===== config.mk =====
export PLATFORM = sky130hd
export DESIGN_NAME = playfair_digraph_cipher
export DESIGN_NICKNAME = d
export VERILOG_FILES = /design/src/sv/pfc_pkg.sv /design/src/sv/pfc_locate.sv /design/src/sv/pfc_route.sv /design/src/sv/pfc_lookup.sv /design/src/sv/playfair_digraph_cipher.sv
export SDC_FILE = /design/constraint.sdc
export NUM_CORES = 1
export LEC_CHECK = 0
export BUFFER_PORTS_ARGS = -buffer_cell sky130_fd_sc_hd__buf_4
export CAP_MARGIN = 20
export CORE_UTILIZATION = 35
export CTS_CLUSTER_DIAMETER = 50
export DETAILED_ROUTE_END_ITERATION = 8
export MAX_ROUTING_LAYER = met4
export SETUP_SLACK_MARGIN = 0.3
export SLEW_MARGIN = 20
export SYNTH_ARGS = -nofsm -noshare
export SYNTH_HDL_FRONTEND = slang
export SYNTH_SLANG_ARGS = --single-unit
export TNS_END_PERCENT = 50

===== constraint.sdc =====
create_clock -name clock -period 4.4 [get_ports clock]
set_input_delay 0.22 -clock clock [delete_from_list [all_inputs] [get_ports clock]]
set_output_delay 0.22 -clock clock [all_outputs]
set_load 0.03 [all_outputs]

===== src/sv/pfc_pkg.sv =====
// pfc_pkg: shared types, constants and key square helpers for the playfair digraph cipher
// no dependencies; imported by every module of the block
`timescale 1ns / 1ps

package pfc_pkg;

   localparam int SQ_DIM    = 5;
   localparam int SQ_CELLS  = SQ_DIM * SQ_DIM;
   localparam int LETTER_W  = 5;
   localparam int ROW_W     = SQ_DIM * LETTER_W;
   localparam int POS_W     = $clog2(SQ_DIM);
   localparam int CSR_IDX_W = 3;

   localparam logic OP_ENCRYPT = 1'b0;
   localparam logic OP_DECRYPT = 1'b1;

   typedef logic [LETTER_W-1:0] letter_type;
   typedef logic [POS_W-1:0] pos_type;
   typedef logic [SQ_DIM-1:0][ROW_W-1:0] square_type;
   typedef logic [SQ_CELLS-1:0] match_type;

   typedef struct packed {
      logic       op;
      letter_type first_letter;
      letter_type second_letter;
   } req_type;

   typedef struct packed {
      letter_type first_result;
      letter_type second_result;
      logic       found;
   } rsp_type;

   // raw compare hits of both letters
   typedef struct packed {
      logic      op;
      match_type hit_a;
      match_type hit_b;
   } hit_type;

   // square positions of both letters
   typedef struct packed {
      logic    op;
      pos_type r1;
      pos_type c1;
      pos_type r2;
      pos_type c2;
      logic    found;
   } loc_type;

   // positions to read the results from
   typedef struct packed {
      pos_type r1;
      pos_type c1;
      pos_type r2;
      pos_type c2;
      logic    found;
   } tgt_type;

   function automatic letter_type sq_cell(square_type sq, pos_type r, pos_type c);
      logic [ROW_W-1:0] row;
      row = sq[r];
      return row[c*LETTER_W +: LETTER_W];
   endfunction

   function automatic pos_type pos_next(pos_type p);
      return (p == POS_W'(SQ_DIM-1)) ? '0 : p + POS_W'(1);
   endfunction

   function automatic pos_type pos_prev(pos_type p);
      return (p == '0) ? POS_W'(SQ_DIM-1) : p - POS_W'(1);
   endfunction

endpackage


===== src/sv/pfc_locate.sv =====
// pfc_locate: two pipeline stages, letter compare against all square cells, then
// first-match position encode; depends on pfc_pkg
`timescale 1ns / 1ps

module pfc_locate
   import pfc_pkg::*;
(
   input  logic       clock,
   input  logic       reset,
   input  square_type square,
   input  logic       in_valid,
   output logic       in_ready,
   input  req_type    in_data,
   output logic       out_valid,
   input  logic       out_ready,
   output loc_type    out_data
);

   logic    hit_valid_ff;
   hit_type hit_ff;
   hit_type hit_in;
   logic    hit_ready;

   logic    loc_valid_ff;
   loc_type loc_ff;
   loc_type loc_in;

   // compare stage
   always_comb begin
      hit_in.op = in_data.op;
      for (int r = 0; r < SQ_DIM; r++) begin
         for (int c = 0; c < SQ_DIM; c++) begin
            hit_in.hit_a[r*SQ_DIM+c] =
               (sq_cell(square, POS_W'(r), POS_W'(c)) == in_data.first_letter);
            hit_in.hit_b[r*SQ_DIM+c] =
               (sq_cell(square, POS_W'(r), POS_W'(c)) == in_data.second_letter);
         end
      end
   end

   assign in_ready = !hit_valid_ff || hit_ready;

   always_ff @(posedge clock) begin
      if (reset) begin
         hit_valid_ff <= 1'b0;
      end else if (in_ready) begin
         hit_valid_ff <= in_valid;
      end
   end

   always_ff @(posedge clock) begin
      if (in_ready && in_valid) begin
         hit_ff <= hit_in;
      end
   end

   // encode stage, lowest row-major index wins
   always_comb begin
      logic fa;
      logic fb;
      fa = 1'b0;
      fb = 1'b0;
      loc_in.op = hit_ff.op;
      loc_in.r1 = '0;
      loc_in.c1 = '0;
      loc_in.r2 = '0;
      loc_in.c2 = '0;
      for (int r = SQ_DIM-1; r >= 0; r--) begin
         for (int c = SQ_DIM-1; c >= 0; c--) begin
            if (hit_ff.hit_a[r*SQ_DIM+c]) begin
               fa        = 1'b1;
               loc_in.r1 = POS_W'(r);
               loc_in.c1 = POS_W'(c);
            end
            if (hit_ff.hit_b[r*SQ_DIM+c]) begin
               fb        = 1'b1;
               loc_in.r2 = POS_W'(r);
               loc_in.c2 = POS_W'(c);
            end
         end
      end
      loc_in.found = fa && fb;
   end

   assign hit_ready = !loc_valid_ff || out_ready;

   always_ff @(posedge clock) begin
      if (reset) begin
         loc_valid_ff <= 1'b0;
      end else if (hit_ready) begin
         loc_valid_ff <= hit_valid_ff;
      end
   end

   always_ff @(posedge clock) begin
      if (hit_ready && hit_valid_ff) begin
         loc_ff <= loc_in;
      end
   end

   assign out_valid = loc_valid_ff;
   assign out_data  = loc_ff;

endmodule


===== src/sv/pfc_route.sv =====
// pfc_route: one pipeline stage that applies the same row, same column and
// rectangle rules to the letter positions; depends on pfc_pkg
`timescale 1ns / 1ps

module pfc_route
   import pfc_pkg::*;
(
   input  logic    clock,
   input  logic    reset,
   input  logic    in_valid,
   output logic    in_ready,
   input  loc_type in_data,
   output logic    out_valid,
   input  logic    out_ready,
   output tgt_type out_data
);

   logic    tgt_valid_ff;
   tgt_type tgt_ff;
   tgt_type tgt_in;

   always_comb begin
      tgt_in.found = in_data.found;
      if (in_data.r1 == in_data.r2) begin
         tgt_in.r1 = in_data.r1;
         tgt_in.r2 = in_data.r2;
         if (in_data.op == OP_DECRYPT) begin
            tgt_in.c1 = pos_prev(in_data.c1);
            tgt_in.c2 = pos_prev(in_data.c2);
         end else begin
            tgt_in.c1 = pos_next(in_data.c1);
            tgt_in.c2 = pos_next(in_data.c2);
         end
      end else if (in_data.c1 == in_data.c2) begin
         tgt_in.c1 = in_data.c1;
         tgt_in.c2 = in_data.c2;
         if (in_data.op == OP_DECRYPT) begin
            tgt_in.r1 = pos_prev(in_data.r1);
            tgt_in.r2 = pos_prev(in_data.r2);
         end else begin
            tgt_in.r1 = pos_next(in_data.r1);
            tgt_in.r2 = pos_next(in_data.r2);
         end
      end else begin
         tgt_in.r1 = in_data.r1;
         tgt_in.c1 = in_data.c2;
         tgt_in.r2 = in_data.r2;
         tgt_in.c2 = in_data.c1;
      end
   end

   assign in_ready = !tgt_valid_ff || out_ready;

   always_ff @(posedge clock) begin
      if (reset) begin
         tgt_valid_ff <= 1'b0;
      end else if (in_ready) begin
         tgt_valid_ff <= in_valid;
      end
   end

   always_ff @(posedge clock) begin
      if (in_ready && in_valid) begin
         tgt_ff <= tgt_in;
      end
   end

   assign out_valid = tgt_valid_ff;
   assign out_data  = tgt_ff;

endmodule


===== src/sv/pfc_lookup.sv =====
// pfc_lookup: output stage, reads the result letters from the key square into
// the result register; depends on pfc_pkg
`timescale 1ns / 1ps

module pfc_lookup
   import pfc_pkg::*;
(
   input  logic       clock,
   input  logic       reset,
   input  square_type square,
   input  logic       in_valid,
   output logic       in_ready,
   input  tgt_type    in_data,
   output logic       out_valid,
   input  logic       out_ready,
   output rsp_type    out_data
);

   logic    rsp_valid_ff;
   rsp_type rsp_ff;
   rsp_type rsp_in;

   always_comb begin
      if (in_data.found) begin
         rsp_in.first_result  = sq_cell(square, in_data.r1, in_data.c1);
         rsp_in.second_result = sq_cell(square, in_data.r2, in_data.c2);
         rsp_in.found         = 1'b1;
      end else begin
         rsp_in = '0;
      end
   end

   assign in_ready = !rsp_valid_ff || out_ready;

   always_ff @(posedge clock) begin
      if (reset) begin
         rsp_valid_ff <= 1'b0;
      end else if (in_ready) begin
         rsp_valid_ff <= in_valid;
      end
   end

   always_ff @(posedge clock) begin
      if (in_ready && in_valid) begin
         rsp_ff <= rsp_in;
      end
   end

   assign out_valid = rsp_valid_ff;
   assign out_data  = rsp_ff;

endmodule


===== src/sv/playfair_digraph_cipher.sv =====
// playfair_digraph_cipher: top level, key square registers and the four-stage pipeline
// depends on pfc_pkg, pfc_locate, pfc_route and pfc_lookup
`timescale 1ns / 1ps

// Playfair cipher on one letter pair per word. Load the five key square rows
// through the csr_ port (index 0 to 4, column 0 in the low five bits; other
// indices are ignored) while no word is in flight. Each req_ word passes
// four register stages: compare against all 25 cells, first-match position
// encode, the row/column/rectangle rule, and the cell read into the result
// register. A new word is taken every cycle unless the output stalls; each
// stage holds only while the stage after it is full and stalled. A letter
// missing from the square gives found low and zero results.
module playfair_digraph_cipher
   import pfc_pkg::*;
(
   input  logic                 clock,
   input  logic                 reset,
   input  logic                 req_valid,
   output logic                 req_ready,
   input  req_type              req_data,
   output logic                 rsp_valid,
   input  logic                 rsp_ready,
   output rsp_type              rsp_data,
   input  logic                 csr_valid,
   output logic                 csr_ready,
   input  logic [CSR_IDX_W-1:0] csr_index,
   input  logic [ROW_W-1:0]     csr_data
);

   square_type square_ff;

   logic    loc_valid;
   logic    loc_ready;
   loc_type loc_data;
   logic    tgt_valid;
   logic    tgt_ready;
   tgt_type tgt_data;

   assign csr_ready = 1'b1;

   always_ff @(posedge clock) begin
      if (reset) begin
         square_ff <= '0;
      end else if (csr_valid && csr_ready && (csr_index < CSR_IDX_W'(SQ_DIM))) begin
         square_ff[POS_W'(csr_index)] <= csr_data;
      end
   end

   pfc_locate u_locate (
      .clock     (clock),
      .reset     (reset),
      .square    (square_ff),
      .in_valid  (req_valid),
      .in_ready  (req_ready),
      .in_data   (req_data),
      .out_valid (loc_valid),
      .out_ready (loc_ready),
      .out_data  (loc_data)
   );

   pfc_route u_route (
      .clock     (clock),
      .reset     (reset),
      .in_valid  (loc_valid),
      .in_ready  (loc_ready),
      .in_data   (loc_data),
      .out_valid (tgt_valid),
      .out_ready (tgt_ready),
      .out_data  (tgt_data)
   );

   pfc_lookup u_lookup (
      .clock     (clock),
      .reset     (reset),
      .square    (square_ff),
      .in_valid  (tgt_valid),
      .in_ready  (tgt_ready),
      .in_data   (tgt_data),
      .out_valid (rsp_valid),
      .out_ready (rsp_ready),
      .out_data  (rsp_data)
   );

   // an empty result register never blocks the input
   assert property (@(posedge clock) disable iff (reset) !rsp_valid |-> req_ready)
      else $error("input stalled with empty result register");

   // not found words carry zero letters
   assert property (@(posedge clock) disable iff (reset)
      (rsp_valid && !rsp_data.found) |->
         (rsp_data.first_result == '0 && rsp_data.second_result == '0))
      else $error("nonzero letters on a not found word");

   // pipeline is empty right after reset
   assert property (@(posedge clock) (!reset && $past(reset)) |-> !rsp_valid)
      else $error("result valid right after reset");

endmodule


==> results.md, run 1 <==
- Synth Warn #: 0
- Post-Syn Area: 0.0135 mm^2
- Initial Util: 35.6%
- CP max FO: 24
- Congestion Overflow GR: 0
- Max_slew headroom: 30.0%
- R2R setup slack: 1.81 ns
- Top cell type's share of synthesized area: 19.9%
- Worst slew pin tran: 1.04 ns
- RSZ-0062 raised after global routing: no
- First-pass GRT wire length: 69800 um
- Post-route ant nets: 0
- Final WL: 47600 um
- Flop pwr share: 39.5%
- Sequential-to-total area share from yosys stat: 39.1%
- Finished Core Util: 41.5%
- Vias post-DR: 11600
- Comb power frac: 9.5%
- Clock root buffer: clkbuf_16
- Final HPWL DP: 33900 um
- Post-synth net total: 1544
- Yosys top cell by area: edfxtp_1
- Asr flop ratio synth: 0%
- Post-Syn Instances: 1484
- Layout cells sized above 1: 12.1%
- Maximum buffer depth of the clock tree: 3
- Crit end category: flop
- R2r startpoint: u_route.out_data[10]
- Top FF cell, synth: dfxtp_1
- Chip Height: 198 um
- NetSw: 0.00144 W
- Status: finished clean
- Synthesized area per cell: 9.07 um^2
- Final worst path period need: 2.59 ns
- Worst skew pair latency: 0.51 ns
- Die area: 0.0392 mm^2
- Nets: 1575
- Synthesized flop and latch total: 218
- WHS Path Cells: 3
- Number of global-route vias before repair: 10800
- Power Internal: 0.00433 W
- Drt drc: 0
- Crit path from: u_route.out_data[10]
- Reg2reg end: u_lookup.out_data[8]
- Port Buffers: 56
- Final setup vio count: 0
- Crit path to: u_lookup.out_data[8]
- Clock power frac: 51.1%
- Setup TNS: 0 ns
- Peak VDD IR: 293 uV
- TritonCTS clock tree: yes
- Crit Path Class: flop to flop
- Fin crit share: 58.8%
- H-tree Lvls: 2
- I/O pin cnt: 58
- Row cnt: 71
- Hold Fails Final Rpt: 0
- Post-cts gate resize count: 0
- Switching share of power: 25.0%
- Pre-CTS WS: 1.87 ns
- Req. time, crit path: 4.66 ns
- Pre-antenna DRT Iters: 5
- CTS clk-pin slew, worst paths: 0.06 ns
- Fmax: 386 MHz
- GR Util All Layers: 25.0%
- Synth cell types: 56
- Slew Limit Fails: 0
- Routed length per instance: 23.2 um
- # Max-Cap Violations: 0
- Total CTS buffers: 34
- Post-synth EDFFs: 89
- Number of sinks on the clock net: 218
- Most common cell in the synthesized netlist: nand2_1
- CP Launch Type: flop
- Die width: 198 um
- Final worst clock skew: 0.0287 ns
- Synth cell count leaders: nand2_1 (269), a21oi_1 (166), xnor2_1 (150)
- Core Region: 0.0378 mm^2
- Min setup slack post-route: 1.81 ns
- Vias per std cell: 5.63
- GP Congestion: 1.05
- Power per Cell Area: 368 mW/mm^2
- LEAKAGE: 5.53 nW
- Largest net degree at the start of global routing: 86
- Crit path DAT: 2.85 ns
- Initial antenna violation count: 0
- 1st-iter DRT viols: 1119
- P&R area growth vs syn: 16.3%
- Top post-synthesis cells by area: edfxtp_1 (20%), dfxtp_1 (19%), xnor2_1 (9.8%), nand2_1 (7.5%), xor2_1 (7.0%)
- Worst-case reg-to-reg path depth: 5
- Hold Path Class: input port to flop
==> final cells by class <==
cell class	count	area, um^2
flip-flops and latches	218	5260
repair buffers	91	731
clock buffers	42	932
inverters	24	90.1
diodes	1	2.50
well taps	511	639
fillers	3662	22100
clock inverters	19	303
multi-input cells	1146	7700
==> cell usage in the layout (no fill, tap or decap), types with 8 or more instances in the layout <==
cell type	instances
nand2_1	269
a21oi_1	165
xnor2_1	150
dfxtp_1	129
xor2_1	108
edfxtp_1	89
buf_4	72
nor3_1	59
nor2_1	59
nand3_1	53
mux2i_1	42
clkbuf_16	35
mux2_2	26
inv_1	24
mux4_2	23
a22oi_1	20
dlygate4sd3_1	19
nor2b_1	18
o21ai_0	17
ha_1	16
o21a_1	10
o22ai_1	10
nor4_1	8
==> sequential cells by signal, summed over array words and instances, names as in the netlist <==
name	flops
u_lookup.out_valid	1
u_locate.out_data	14
square_ff	125
u_route.out_valid	1
u_route.out_data	13
u_locate.hit_valid_ff	1
u_locate.hit_ff	51
u_locate.out_valid	1
u_lookup.out_data	11
==> critical path: stages, from the launching register on <==
cell and delay, ns:
edfxtp_1 1.03, buf_4 0.39, mux4_2 0.34, a22oi_1 0.28, a21oi_1 0.12, o21a_1 0.18
==> worst min-delay path by stage <==
stage | slack (ns) | start | to
finish | 0.01 | csr_data[13] | square_ff[38]
global route | 0.01 | csr_data[4] | square_ff[4]
CTS | 0.004 | csr_data[0] | square_ff[75]
detailed placement | 0.40 | req_data[10] | u_locate.hit_ff[50]
global placement | 0.40 | req_data[10] | u_locate.hit_ff[50]
floorplan | 0.32 | req_data[10] | u_locate.hit_ff[50]
==> layer usage <==
metal  routed length (um)  part of all wire [%]  track usage [%]
met5                    0                     0                -
met4                 1780                   3.7             9.96
met3                 4180                   8.8             5.02
met2                21800                    46             39.0
met1                19800                    42             31.8
==> through the flow <==
stage / total power [W] / area (um^2) / instances / hold WS, ns
floorplan: 0.00265 / 13500 / 1484 / 0.319
global placement: 0.00282 / 14200 / 1971 / 0.401
detailed placement: 0.00284 / 14200 / 1971 / 0.402
CTS: 0.00579 / 15700 / 2051 / 0.00420
global route: 0.00593 / 15700 / 2051 / 0.0127
finish: 0.00577 / 15700 / 2052 / 0.0124
==> power groups by stage <==
stage | logic [W] | registers (W) | clock network [W]
6_report | 0.000546 | 0.00228 | 0.00294
5_1_grt | 0.000592 | 0.00228 | 0.00306
4_1_cts | 0.000542 | 0.00227 | 0.00298
3_5_place_dp | 0.000525 | 0.00231 | 0
3_3_place_gp | 0.000512 | 0.00231 | 0
2_1_floorplan | 0.000384 | 0.00226 | 0
==> repair_timing <==
action	4_1_cts	5_1_grt
endpoints found under the hold margin	72	0
endpoints found under the setup margin	0	0
buffers inserted	0	0
hold buffers	19	0
==> cells by family after synthesis <==
group	Yosys count	synth area share, %
buffers and inverters	120	3.91
XOR/XNOR	258	16.8
AND/OR/NAND/NOR	500	16.2
multiplexers	97	10.3
adder cells (fa/ha/maj)	16	1.49
flip-flops	218	39.1
other	1	0.0279
AO/OA/AOI/OAI	274	12.2
No activity file was read; power rests on OpenSTA's default activity.
==> run 2: changes to the inputs <==
==> constraint.sdc (replaced) <==
create_clock -name clock -period 2.51 [get_ports clock]
set_input_delay 0.1255 -clock clock [delete_from_list [all_inputs] [get_ports clock]]
set_output_delay 0.1255 -clock clock [all_outputs]
set_load 0.03 [all_outputs]
==> results.md, run 2 (synthesized netlist as in run 1, its figures left out) <==
- Status: finished clean
- Final WL: 47500 um (-0.36%)
- TritonCTS clock tree: yes
- Routed length per instance: 22.7 um (-2.3%)
- Crit end category: flop
- Hold Path Class: input port to flop
- CTS clk-pin slew, worst paths: 0.06 ns (about the same)
- Number of sinks on the clock net: 218 (unchanged)
- Number of global-route vias before repair: 11000 (+1.4%)
- Worst slew pin tran: 0.794 ns (-0.250 ns)
- DR top layer: met4
- Power per Cell Area: 603 mW/mm^2 (+64%)
- Final HPWL DP: 35600 um (+5.0%)
- CP max FO: 3 (-88%)
- Initial antenna violation count: 1 (+1)
- Req. time, crit path: 2.81 ns (-1.85 ns)
- Hold slack: 0.0993 ns (+0.0868 ns)
- Fmax: 455 MHz (+18%)
- # Max-Cap Violations: 0 (unchanged)
- Largest Register: square_ff
- GP Congestion: 0.998 (-4.9%)
- Peak VDD IR: 480 uV (+64%)
- Nets: 1617 (+2.7%)
- P&R area growth vs syn: 18.6%
- Die area: 0.0392 mm^2 (unchanged)
- M1 WL: 20500 um (+3.3%)
- Clock root buffer: clkbuf_16
- H-tree Lvls: 1 (-1)
- Pre-CTS WS: 0.182 ns (-1.68 ns)
- Layout cells sized above 1: 13.7% (+1.6 points)
- Chip Height: 198 um (unchanged)
- Core Region: 0.0378 mm^2 (unchanged)
- 1st-iter DRT viols: 1084 (-3.1%)
- Final setup vio count: 0 (unchanged)
- Crit path DAT: 2.50 ns (-0.35 ns)
- Maximum buffer depth of the clock tree: 3 (unchanged)
- Total CTS buffers: 31 (-8.8%)
- GR Util All Layers: 25.0% (-0.095 points)
- Drt drc: 0 (unchanged)
- Most frequent cells in the layout: nand2_1 (269), a21oi_1 (165), xnor2_1 (150)
- Routed met2 length: 22300 um (+1.9%)
- I/O pin cnt: 58 (unchanged)
- First-pass GRT wire length: 69800 um (about the same)
- Vias per std cell: 5.51 (-2.2%)
- Slew Limit Fails: 0 (unchanged)
- Max_slew headroom: 47.1% (+17 points)
- Final worst path period need: 2.20 ns (-0.389 ns)
- Pre-antenna DRT Iters: 5 (unchanged)
- Initial Util: 35.6% (unchanged)
- Fin crit share: 87.6% (+29 points)
- Max reg flops: 125 (unchanged)
- Worst skew pair latency: 0.57 ns (+0.06 ns)
- Hold Fails Final Rpt: 0 (unchanged)
- Crit Path Class: flop to flop
- Congestion Overflow GR: 0 (unchanged)
- Filler cell count: 3650 (-0.33%)
- Min setup slack post-route: 0.311 ns (-1.50 ns)
- Post-route ant nets: 0 (unchanged)
- # diodes: 0 (-1)
- Largest net degree at the start of global routing: 76 (-12%)
- CP Launch Type: flop
- Vias post-DR: 11500 (-0.33%)
- Port Buffers: 56 (unchanged)
- Most common cell after layout, fill and taps aside: nand2_1
- Die width: 198 um (unchanged)
- Setup TNS: 0 ns (unchanged)
- Final worst clock skew: 0.0357 ns (+0.00709 ns)
- RSZ-0062 raised after global routing: yes
- WL met3: 3130 um (-25%)
- Row cnt: 71 (unchanged)
- LEAKAGE: 5.72 nW (+3.4%)
[run 2: cell count changes in the layout (fill, tap and decap cells not counted), moves of 2 or more]
cell / before / now
clkinv_2: 1 / 4
clkinv_4: 1 / 3
dlygate4sd3_1: 19 / 29
clkbuf_16: 35 / 31
buf_12: 0 / 7
buf_4: 72 / 100
inv_6: 6 / 2
[run 2: final cells by class]
cell class | instances | area, um^2 | area share (%)
multi-input combinational | 1146 | 7700 | 48.2
sequential | 218 | 5260 | 32.9
timing repair buffer | 136 | 1180 | 7.40
clock buffer | 36 | 815 | 5.10
tap | 511 | 639 | 4.01
clock inverter | 21 | 284 | 1.78
inverter | 24 | 90.1 | 0.564
[run 2: what timing repair did]
| action | CTS | global route |
|---|---|---|
| setup buffers | 0 | 3 |
| cloned | 0 | 0 |
| setup endpoints to repair | 3 | 7 |
| gates resized for setup | 1 | 0 |
| hold buffers | 29 | 0 |
| endpoints found under the hold margin | 129 | 0 |
[run 2: final timing paths]
check                      start                     to  slack, ns  cells past startpoint
max          u_route.out_data[7]   u_lookup.out_data[8]       0.31                      6
min                 csr_index[2]          square_ff[47]        0.1                      5
max reg2reg  u_route.out_data[7]   u_lookup.out_data[8]       0.31                      6
min reg2reg  u_locate.hit_ff[50]  u_locate.out_data[13]       0.42                      0
[run 2: power by group]
group | switching [W] | internal, W | leakage (nW)
sequential | 0.000167 | 0.00380 | 1.92
combinational | 0.000593 | 0.000443 | 3.26
clock | 0.00167 | 0.00295 | 0.536
[run 2: layer usage]
layer | up-vias | global-route usage [%]
met5 | - | -
met4 | 0 | 8.10
met3 | 96 | 2.49
met2 | 437 | 39.9
met1 | 5665 | 33.1
li1 | 5319 | -
[run 2: worst max-delay path: stages, from the launching register on]
cell      delay [ns]
edfxtp_1        0.38
buf_4           0.14
mux4_1          0.56
a221oi_1        0.37
a311o_1         0.23
a21oi_1         0.08
o21a_1          0.18
[run 2: per-stage QoR]
step           area [um^2]  util, %  total power, W  cells
6_report             16000     42.3         0.00962   2092
5_1_grt              16000     42.3         0.00992   2092
4_1_cts              15900     42.2         0.00967   2089
3_5_place_dp         14600     38.5         0.00502   2003
3_3_place_gp         14600     38.5         0.00500   2003
2_1_floorplan        13500        -         0.00464   1484
